--- src/hw/rtl/smap_pkg.sv ---
// shared types and constants for the stun mapped address parser
package smap_pkg;

  localparam int MAX_PACKET = 2048;
  localparam int POS_W      = $clog2(MAX_PACKET + 1);
  localparam int OFF_W      = 18;
  localparam int END_W      = 17;
  localparam int CFG_IDX_W  = 1;
  localparam int CFG_DATA_W = 64;

  localparam logic [31:0]      COOKIE          = 32'h2112A442;
  localparam logic [15:0]      TYPE_RESPONSE   = 16'h0101;
  localparam logic [15:0]      ATTR_XOR_MAPPED = 16'h0020;
  localparam logic [15:0]      ATTR_MAPPED     = 16'h0001;
  localparam logic [7:0]       FAMILY_IPV4     = 8'h01;
  localparam logic [OFF_W-1:0] HEADER_BYTES    = OFF_W'(20);
  localparam logic [15:0]      MIN_ADDR_LEN    = 16'd8;

  localparam logic [CFG_IDX_W-1:0] CFG_TXID_UPPER = 1'b0;
  localparam logic [CFG_IDX_W-1:0] CFG_TXID_LOWER = 1'b1;

  typedef struct packed {
    logic [7:0] data_byte;
    logic       last_byte;
  } in_item_t;

  typedef struct packed {
    logic        mapped_found;
    logic [31:0] mapped_address;
    logic [15:0] mapped_port;
  } out_item_t;

  typedef struct packed {
    logic [31:0] upper;
    logic [63:0] lower;
  } txid_t;

endpackage

--- src/hw/rtl/smap_cfg_regs.sv ---
// transaction id registers written through the config port
module smap_cfg_regs (
  input  logic                            clk,
  input  logic                            rst,
  input  logic                            cfg_write,
  input  logic [smap_pkg::CFG_IDX_W-1:0]  cfg_index,
  input  logic [smap_pkg::CFG_DATA_W-1:0] cfg_data,
  output smap_pkg::txid_t                 txid
);
  import smap_pkg::*;

  always_ff @(posedge clk) begin
    if (rst) begin
      txid <= '0;
    end else if (cfg_write) begin
      case (cfg_index)
        CFG_TXID_UPPER: txid.upper <= cfg_data[31:0];
        CFG_TXID_LOWER: txid.lower <= cfg_data;
        default: ;
      endcase
    end
  end

endmodule

--- src/hw/rtl/smap_in_reg.sv ---
// input register stage for received bytes
module smap_in_reg (
  input  logic               clk,
  input  logic               rst,
  input  logic               in_valid,
  output logic               in_ready,
  input  smap_pkg::in_item_t in_data,
  output logic               q_valid,
  output smap_pkg::in_item_t q_data,
  input  logic               q_take
);
  import smap_pkg::*;

  assign in_ready = !q_valid || q_take;

  always_ff @(posedge clk) begin
    if (rst) begin
      q_valid <= 1'b0;
    end else if (in_ready) begin
      q_valid <= in_valid;
    end
  end

  always_ff @(posedge clk) begin
    if (in_valid && in_ready) begin
      q_data <= in_data;
    end
  end

endmodule

--- src/hw/rtl/smap_parser.sv ---
// header check, attribute walk, result forming; one byte per cycle, stalls aside
module smap_parser (
  input  logic                clk,
  input  logic                rst,
  input  smap_pkg::txid_t     txid,
  input  logic                q_valid,
  input  smap_pkg::in_item_t  q_data,
  output logic                q_take,
  input  logic                res_space,
  output logic                res_valid,
  output smap_pkg::out_item_t res_data
);
  import smap_pkg::*;

  logic [POS_W-1:0] pos, pos_next;
  logic             hg, hg_next;
  logic [END_W-1:0] dend, dend_next;
  logic [OFF_W-1:0] ns, ns_next;
  logic [15:0]      atype, atype_next;
  logic [15:0]      alen, alen_next;
  logic             dec, dec_next;
  logic             good, good_next;
  logic [31:0]      gather, gather_next;
  logic [15:0]      cport, cport_next;
  logic [31:0]      caddr, caddr_next;

  logic [127:0]     hdr_vec;
  logic [3:0]       hdr_idx;
  logic [7:0]       exp_byte;
  logic [7:0]       b;
  logic [OFF_W-1:0] ix;
  logic [OFF_W-1:0] dend_x;
  logic [OFF_W-1:0] len_round;
  logic [31:0]      word;
  logic [2:0]       k;
  logic             active;
  logic             found;

  assign b        = q_data.data_byte;
  assign q_take   = q_valid && (!q_data.last_byte || res_space);
  assign res_valid = q_valid && q_data.last_byte && res_space;
  assign active   = pos < POS_W'(MAX_PACKET);
  assign ix       = OFF_W'(pos);
  assign dend_x   = OFF_W'(dend);
  // bytes 4 to 19 of the header as one word, byte 4 on top
  assign hdr_vec  = {COOKIE, txid.upper, txid.lower};
  assign hdr_idx  = 4'(5'd19 - pos[4:0]);
  assign exp_byte = hdr_vec[{hdr_idx, 3'b000} +: 8];
  assign word     = {gather[23:0], b};
  assign len_round = (OFF_W'(word[15:0]) + OFF_W'(3)) & ~OFF_W'(3);
  assign k        = 3'(ix - ns);

  always_comb begin
    pos_next    = pos;
    hg_next     = hg;
    dend_next   = dend;
    ns_next     = ns;
    atype_next  = atype;
    alen_next   = alen;
    dec_next    = dec;
    good_next   = good;
    gather_next = gather;
    cport_next  = cport;
    caddr_next  = caddr;
    if (q_take && active) begin
      pos_next = pos + POS_W'(1);
      if (ix < HEADER_BYTES) begin
        if (pos < POS_W'(4)) begin
          gather_next = word;
          if (pos == POS_W'(1) && word[15:0] != TYPE_RESPONSE) begin
            hg_next = 1'b0;
          end
          if (pos == POS_W'(3)) begin
            dend_next = END_W'(HEADER_BYTES) + END_W'(word[15:0]);
          end
        end else if (b != exp_byte) begin
          hg_next = 1'b0;
        end
      end else if (!dec) begin
        // attribute header bytes, only while the header fits the declared length
        if (!(ns + OFF_W'(4) > dend_x) && ix >= ns && ix < ns + OFF_W'(4)) begin
          gather_next = word;
          if (ix == ns + OFF_W'(3)) begin
            if (word[31:16] == ATTR_XOR_MAPPED || word[31:16] == ATTR_MAPPED) begin
              dec_next   = 1'b1;
              atype_next = word[31:16];
              alen_next  = word[15:0];
              ns_next    = ns + OFF_W'(4);
            end else begin
              ns_next = ns + OFF_W'(4) + len_round;
            end
          end
        end
      end else if (ix >= ns && ix < ns + OFF_W'(8)) begin
        case (k)
          3'd0: ;
          3'd1: good_next = (b == FAMILY_IPV4);
          3'd2, 3'd3: cport_next = {cport[7:0], b};
          default: caddr_next = {caddr[23:0], b};
        endcase
      end
    end

    found = hg_next && (OFF_W'(pos_next) >= HEADER_BYTES) && dec_next && good_next &&
            (alen_next >= MIN_ADDR_LEN) &&
            (OFF_W'(pos_next) >= ns_next + OFF_W'(alen_next));
    res_data = '0;
    if (found) begin
      res_data.mapped_found   = 1'b1;
      res_data.mapped_address = caddr_next;
      res_data.mapped_port    = cport_next;
      if (atype_next == ATTR_XOR_MAPPED) begin
        res_data.mapped_address = caddr_next ^ COOKIE;
        res_data.mapped_port    = cport_next ^ COOKIE[31:16];
      end
    end

    // datagram done: back to the idle parse state
    if (res_valid) begin
      pos_next  = '0;
      hg_next   = 1'b1;
      dend_next = '0;
      ns_next   = HEADER_BYTES;
      dec_next  = 1'b0;
      good_next = 1'b0;
    end
  end

  always_ff @(posedge clk) begin
    if (rst) begin
      pos  <= '0;
      hg   <= 1'b1;
      dend <= '0;
      ns   <= HEADER_BYTES;
      dec  <= 1'b0;
      good <= 1'b0;
    end else begin
      pos  <= pos_next;
      hg   <= hg_next;
      dend <= dend_next;
      ns   <= ns_next;
      dec  <= dec_next;
      good <= good_next;
    end
  end

  always_ff @(posedge clk) begin
    atype  <= atype_next;
    alen   <= alen_next;
    gather <= gather_next;
    cport  <= cport_next;
    caddr  <= caddr_next;
  end

endmodule

--- src/hw/rtl/smap_out_reg.sv ---
// result register toward the output channel
module smap_out_reg (
  input  logic                clk,
  input  logic                rst,
  input  logic                res_valid,
  input  smap_pkg::out_item_t res_data,
  output logic                res_space,
  output logic                out_valid,
  input  logic                out_ready,
  output smap_pkg::out_item_t out_data
);
  import smap_pkg::*;

  assign res_space = !out_valid || out_ready;

  always_ff @(posedge clk) begin
    if (rst) begin
      out_valid <= 1'b0;
    end else if (res_space) begin
      out_valid <= res_valid;
    end
  end

  always_ff @(posedge clk) begin
    if (res_valid && res_space) begin
      out_data <= res_data;
    end
  end

endmodule

--- src/hw/rtl/stun_mapped_address_parser_top.sv ---
// top level of the stun binding response mapped address parser
//
//   channel  | handshake             | payload
//   in       | in_valid / in_ready   | in_data: data_byte, last_byte
//   out      | out_valid / out_ready | out_data: mapped_found, mapped_address, mapped_port
//   cfg      | cfg_write             | cfg_index, cfg_data
//
// one byte per cycle while the output takes results: a byte is held in the input register and is parsed there
// the result of a datagram is written to the output register when its last beat is taken from the input register
// the parse state is one register set updated per byte, which sets the rate
// reset clears the transaction id and parse state; no clearing pass
// a stalled output holds only a last byte; other bytes keep flowing
module stun_mapped_address_parser_top (
  input  logic                            clk,
  input  logic                            rst,
  input  logic                            in_valid,
  output logic                            in_ready,
  input  smap_pkg::in_item_t              in_data,
  output logic                            out_valid,
  input  logic                            out_ready,
  output smap_pkg::out_item_t             out_data,
  input  logic                            cfg_write,
  input  logic [smap_pkg::CFG_IDX_W-1:0]  cfg_index,
  input  logic [smap_pkg::CFG_DATA_W-1:0] cfg_data
);
  import smap_pkg::*;

  txid_t     txid;
  logic      q_valid;
  in_item_t  q_data;
  logic      q_take;
  logic      res_space;
  logic      res_valid;
  out_item_t res_data;

  smap_cfg_regs u_cfg (
    .clk       (clk),
    .rst       (rst),
    .cfg_write (cfg_write),
    .cfg_index (cfg_index),
    .cfg_data  (cfg_data),
    .txid      (txid)
  );

  smap_in_reg u_in (
    .clk      (clk),
    .rst      (rst),
    .in_valid (in_valid),
    .in_ready (in_ready),
    .in_data  (in_data),
    .q_valid  (q_valid),
    .q_data   (q_data),
    .q_take   (q_take)
  );

  smap_parser u_parse (
    .clk       (clk),
    .rst       (rst),
    .txid      (txid),
    .q_valid   (q_valid),
    .q_data    (q_data),
    .q_take    (q_take),
    .res_space (res_space),
    .res_valid (res_valid),
    .res_data  (res_data)
  );

  smap_out_reg u_out (
    .clk       (clk),
    .rst       (rst),
    .res_valid (res_valid),
    .res_data  (res_data),
    .res_space (res_space),
    .out_valid (out_valid),
    .out_ready (out_ready),
    .out_data  (out_data)
  );

endmodule
--- config.mk ---
export PLATFORM = sky130hd
export DESIGN_NAME = stun_mapped_address_parser_top
export DESIGN_NICKNAME = d
export VERILOG_FILES = /design/src/hw/rtl/smap_pkg.sv /design/src/hw/rtl/smap_cfg_regs.sv /design/src/hw/rtl/smap_in_reg.sv /design/src/hw/rtl/smap_parser.sv /design/src/hw/rtl/smap_out_reg.sv /design/src/hw/rtl/stun_mapped_address_parser_top.sv
export SDC_FILE = /design/constraint.sdc
export NUM_CORES = 1
export LEC_CHECK = 0
export BUFFER_PORTS_ARGS = -buffer_cell sky130_fd_sc_hd__buf_2
export CAP_MARGIN = 20
export CORE_UTILIZATION = 50
export DETAILED_ROUTE_END_ITERATION = 8
export HOLD_SLACK_MARGIN = 0.1
export PLACE_DENSITY = 0.71
export SYNTH_ARGS = -nofsm -noshare
export SYNTH_HDL_FRONTEND = slang
export SYNTH_SLANG_ARGS = --single-unit
--- constraint.sdc ---
create_clock -name clk -period 7.4 [get_ports clk]
set_input_delay 0.74 -clock clk [delete_from_list [all_inputs] [get_ports clk]]
set_output_delay 0.74 -clock clk [all_outputs]
set_load 0.02 [all_outputs]
==> run metrics <==
status finished, final reports clean; final non-filler cell area 19,200 µm²; Yosys reg bits 308; final WL 45,400 µm; slowest stage cell, crit path or4_1; DRT Pass-1 Iters 6; Yosys top cell by area dfxtp_1; number of global-route vias before repair 13,000; hold_buf cts 0; # diodes 0; Startpoint Class flop; largest family of logic cells by synthesized area simple AND/OR/NAND/NOR gates; Post-synth ARST share 0%; Reg clk slew, reported paths 0.06 ns; GRT Total Usage 26.7%; WL per Instance 19.2 µm; Top FF cell, synth dfxtp_1; via/cell ratio 5.78; Ys Warns 0; final setup fails 0; Post-DP Area 17,900 µm²; share of cells above drive strength 1 20.6%; Clock Skew 0.0313 ns; Setup crit start u_parse.ns[6]$_SDFF_PP0_; RD Place Congestion 0.955; CTS tree built; Crit path largest cell delay 0.54 ns; Final Max Tran Viols 0; nets 2,079; CP Capture Type flop; initial core utilization 50.9%; CTS HTree Levels 2; sequential share of the synthesized area 42.2%; largest net degree at the start of global routing 101; total negative setup slack 0 ns; peak supply drop 0.178 mV; CTS Sinks 308; Cells after Synth 1,772; leakage power 7.53 nW; Die Y 184 µm; fmax 0.140 GHz; full die area 33,900 µm²; complex-gate fraction of the synthesized area 14.1%; Most common cell on crit path buf_4; Setup CP Type reg -> reg; Inst Count DP 2,298; multiplexer area fraction after synthesis 8.65%; simple-gate share of the synthesized area 17.2%; Tcrit/Tclk final 96.5%; slew margin rel. 29.3%; Final Hold Viols 0; Power Total 3.77 mW; top post-synthesis cells by area dfxtp_1, edfxtp_1, ha_1; max-cap violation count 0; via count 13,700; CTS buffer count 35; total I/O pin count 130; syn nets 1,949; Hold Path Class in -> reg; R2R Path Start u_parse.ns[6]$_SDFF_PP0_; hold_ws 0.377 ns; clock root buffer clkbuf_16; min-delay src in_data[8]; Core Area 32,500 µm²; drt initial violations 1,038; Rows 66; Overflow after GRT 0; xor/xnor share of the synthesized area 5.66%; final instance count without filler cells 2,368; CTS Buffer Depth 3; first-pass GRT wire length 70,400 µm; crit path max fanout 8; library cells used by synthesis 79; # port buffers 129; min Tclk post-route 7.14 ns; adder-cell share of the synthesized area 7.50%; Crit path arrival time 7.51 ns; initial antenna violation count 1; DRC Markers 0; synthesized area per cell 9.35 µm²; Synth top area share 27.3%; Worst Max-Slew Pin Slew 1.05 ns; Area growth, synth to finish 15.9%; Detailed Place HPWL 32,500 µm; EDFF count, synth 82; insertion delay of the later-clocked pin in the worst-skew pair 0.54 ns; power density over cell area 196 nW/µm²; area of the mapped netlist 16,600 µm²; Worst EP required 7.77 ns; Routed Antenna Nets 0; die width 184 µm
## kinds of logic (layout without fill, tap and decap cells)
logic type / count (synthesis) / count (layout)
simple gates: 589 / 589
xor+xnor: 107 / 107
mux: 111 / 111
buf+inv: 185 / 339
compound gates: 374 / 374
fa+ha+maj: 98 / 98
flops: 308 / 308
## through the flow
stage	utilization [%]	setup slack, ns
finish	59.0	0.261
global route	59.0	-0.0588
CTS	58.4	-0.0324
detailed placement	54.9	-0.0198
global placement	54.8	0.150
floorplan	-	0.396
## placed cells by master, fill, tap and decap left out, drive strengths merged, types with 5 or more instances in the layout
cell    synthesis  routed
a21o           16      16
and2           38      38
dfxtp         226     226
nor4           21      21
nor2           93      93
clkbuf         82      47
nand2b         14      14
buf            34     209
a211oi         36      36
o221ai          5       5
edfxtp         82      82
and3            8       8
or4             5       5
ha             96      96
o21ai          47      47
nor3           31      31
nor3b           6       6
clkinv          1      10
nand3          37      37
xnor2          76      76
xor2           31      31
mux2i          25      25
inv            68      69
a31o            5       5
a221oi          5       5
mux4           19      19
o211ai          7       7
a31oi          12      12
a21oi         182     182
nand4          49      49
o21bai         10      10
mux2           67      67
o21a            7       7
nand2         255     255
## critical path: cells and delay by family (launching register included)
family / cells / cell delay, ns
compound gates: 7 / 1.13
xor+xnor: 2 / 0.35
fa+ha+maj: 4 / 1.20
buf+inv: 6 / 0.96
flops: 1 / 0.37
simple gates: 14 / 2.95
## report_power, final
part	internal (mW)	total (mW)	switching, mW
Sequential	1.77	1.80	0.0292
Combinational	0.101	0.258	0.156
Clock	0.992	1.71	0.716
## worst paths after layout
kind / to / slack, ns / cells after the start
min reg2reg: u_parse.gather[18]$_DFFE_PP_ / 0.45 / 0
max reg2reg: u_out.out_data[13]$_SDFFCE_PN0P_ / 0.26 / 33
max: u_out.out_data[13]$_SDFFCE_PN0P_ / 0.26 / 33
min: u_in.q_data[8]$_DFFE_PP_ / 0.38 / 1
## what timing repair did
action | in CTS | in global routing
buffers inserted | 0 | 6
pin swaps | 0 | 6
resized for setup | 0 | 28
endpoints found under the setup margin | 7 | 49
hold endpoints to repair | 0 | 0
## per-layer routing
metal / up-vias / part of all wire [%] / track usage, %
li1: 6593 / - / -
met4: 2 / 3.9 / 11.6
met3: 115 / 5.6 / 3.66
met5: - / 0.029 / 0
met1: 6536 / 43 / 35.5
met2: 438 / 47 / 43.3
## Yosys cell counts, types with 10 or more instances
cell type  number
a31oi_1        12
xnor2_1        76
nand4_1        49
inv_1          68
mux2_2         61
ha_1           96
nor2_1         92
nand2b_1       14
nor3_1         31
nand2_1       255
o21bai_1       10
a21o_1         16
o21ai_0        46
clkbuf_1       82
and2_1         38
a21oi_1       182
xor2_1         31
nor4_1         18
mux2i_1        25
mux4_2         19
edfxtp_1       82
nand3_1        35
buf_2          21
dfxtp_1       226
a211oi_1       27
## state kept, by name (all words and copies together) (netlist names), 12 cells and up
signal / count
u_parse.gather: 24
u_parse.pos: 12
u_parse.dend: 17
u_parse.caddr: 32
u_parse.atype: 16
u_parse.cport: 16
u_parse.alen: 16
u_cfg.txid: 96
u_out.out_data: 49
u_parse.ns: 16
## cell type report
cell class	count	area, µm²
clock buffer	47	961
clock inverter	14	168
fill	2808	13300
inverter	69	259
multi-input combinational	1279	8940
sequential	308	6990
tap	442	553
timing repair buffer	209	1330
Power figures use the tool's default switching activity.
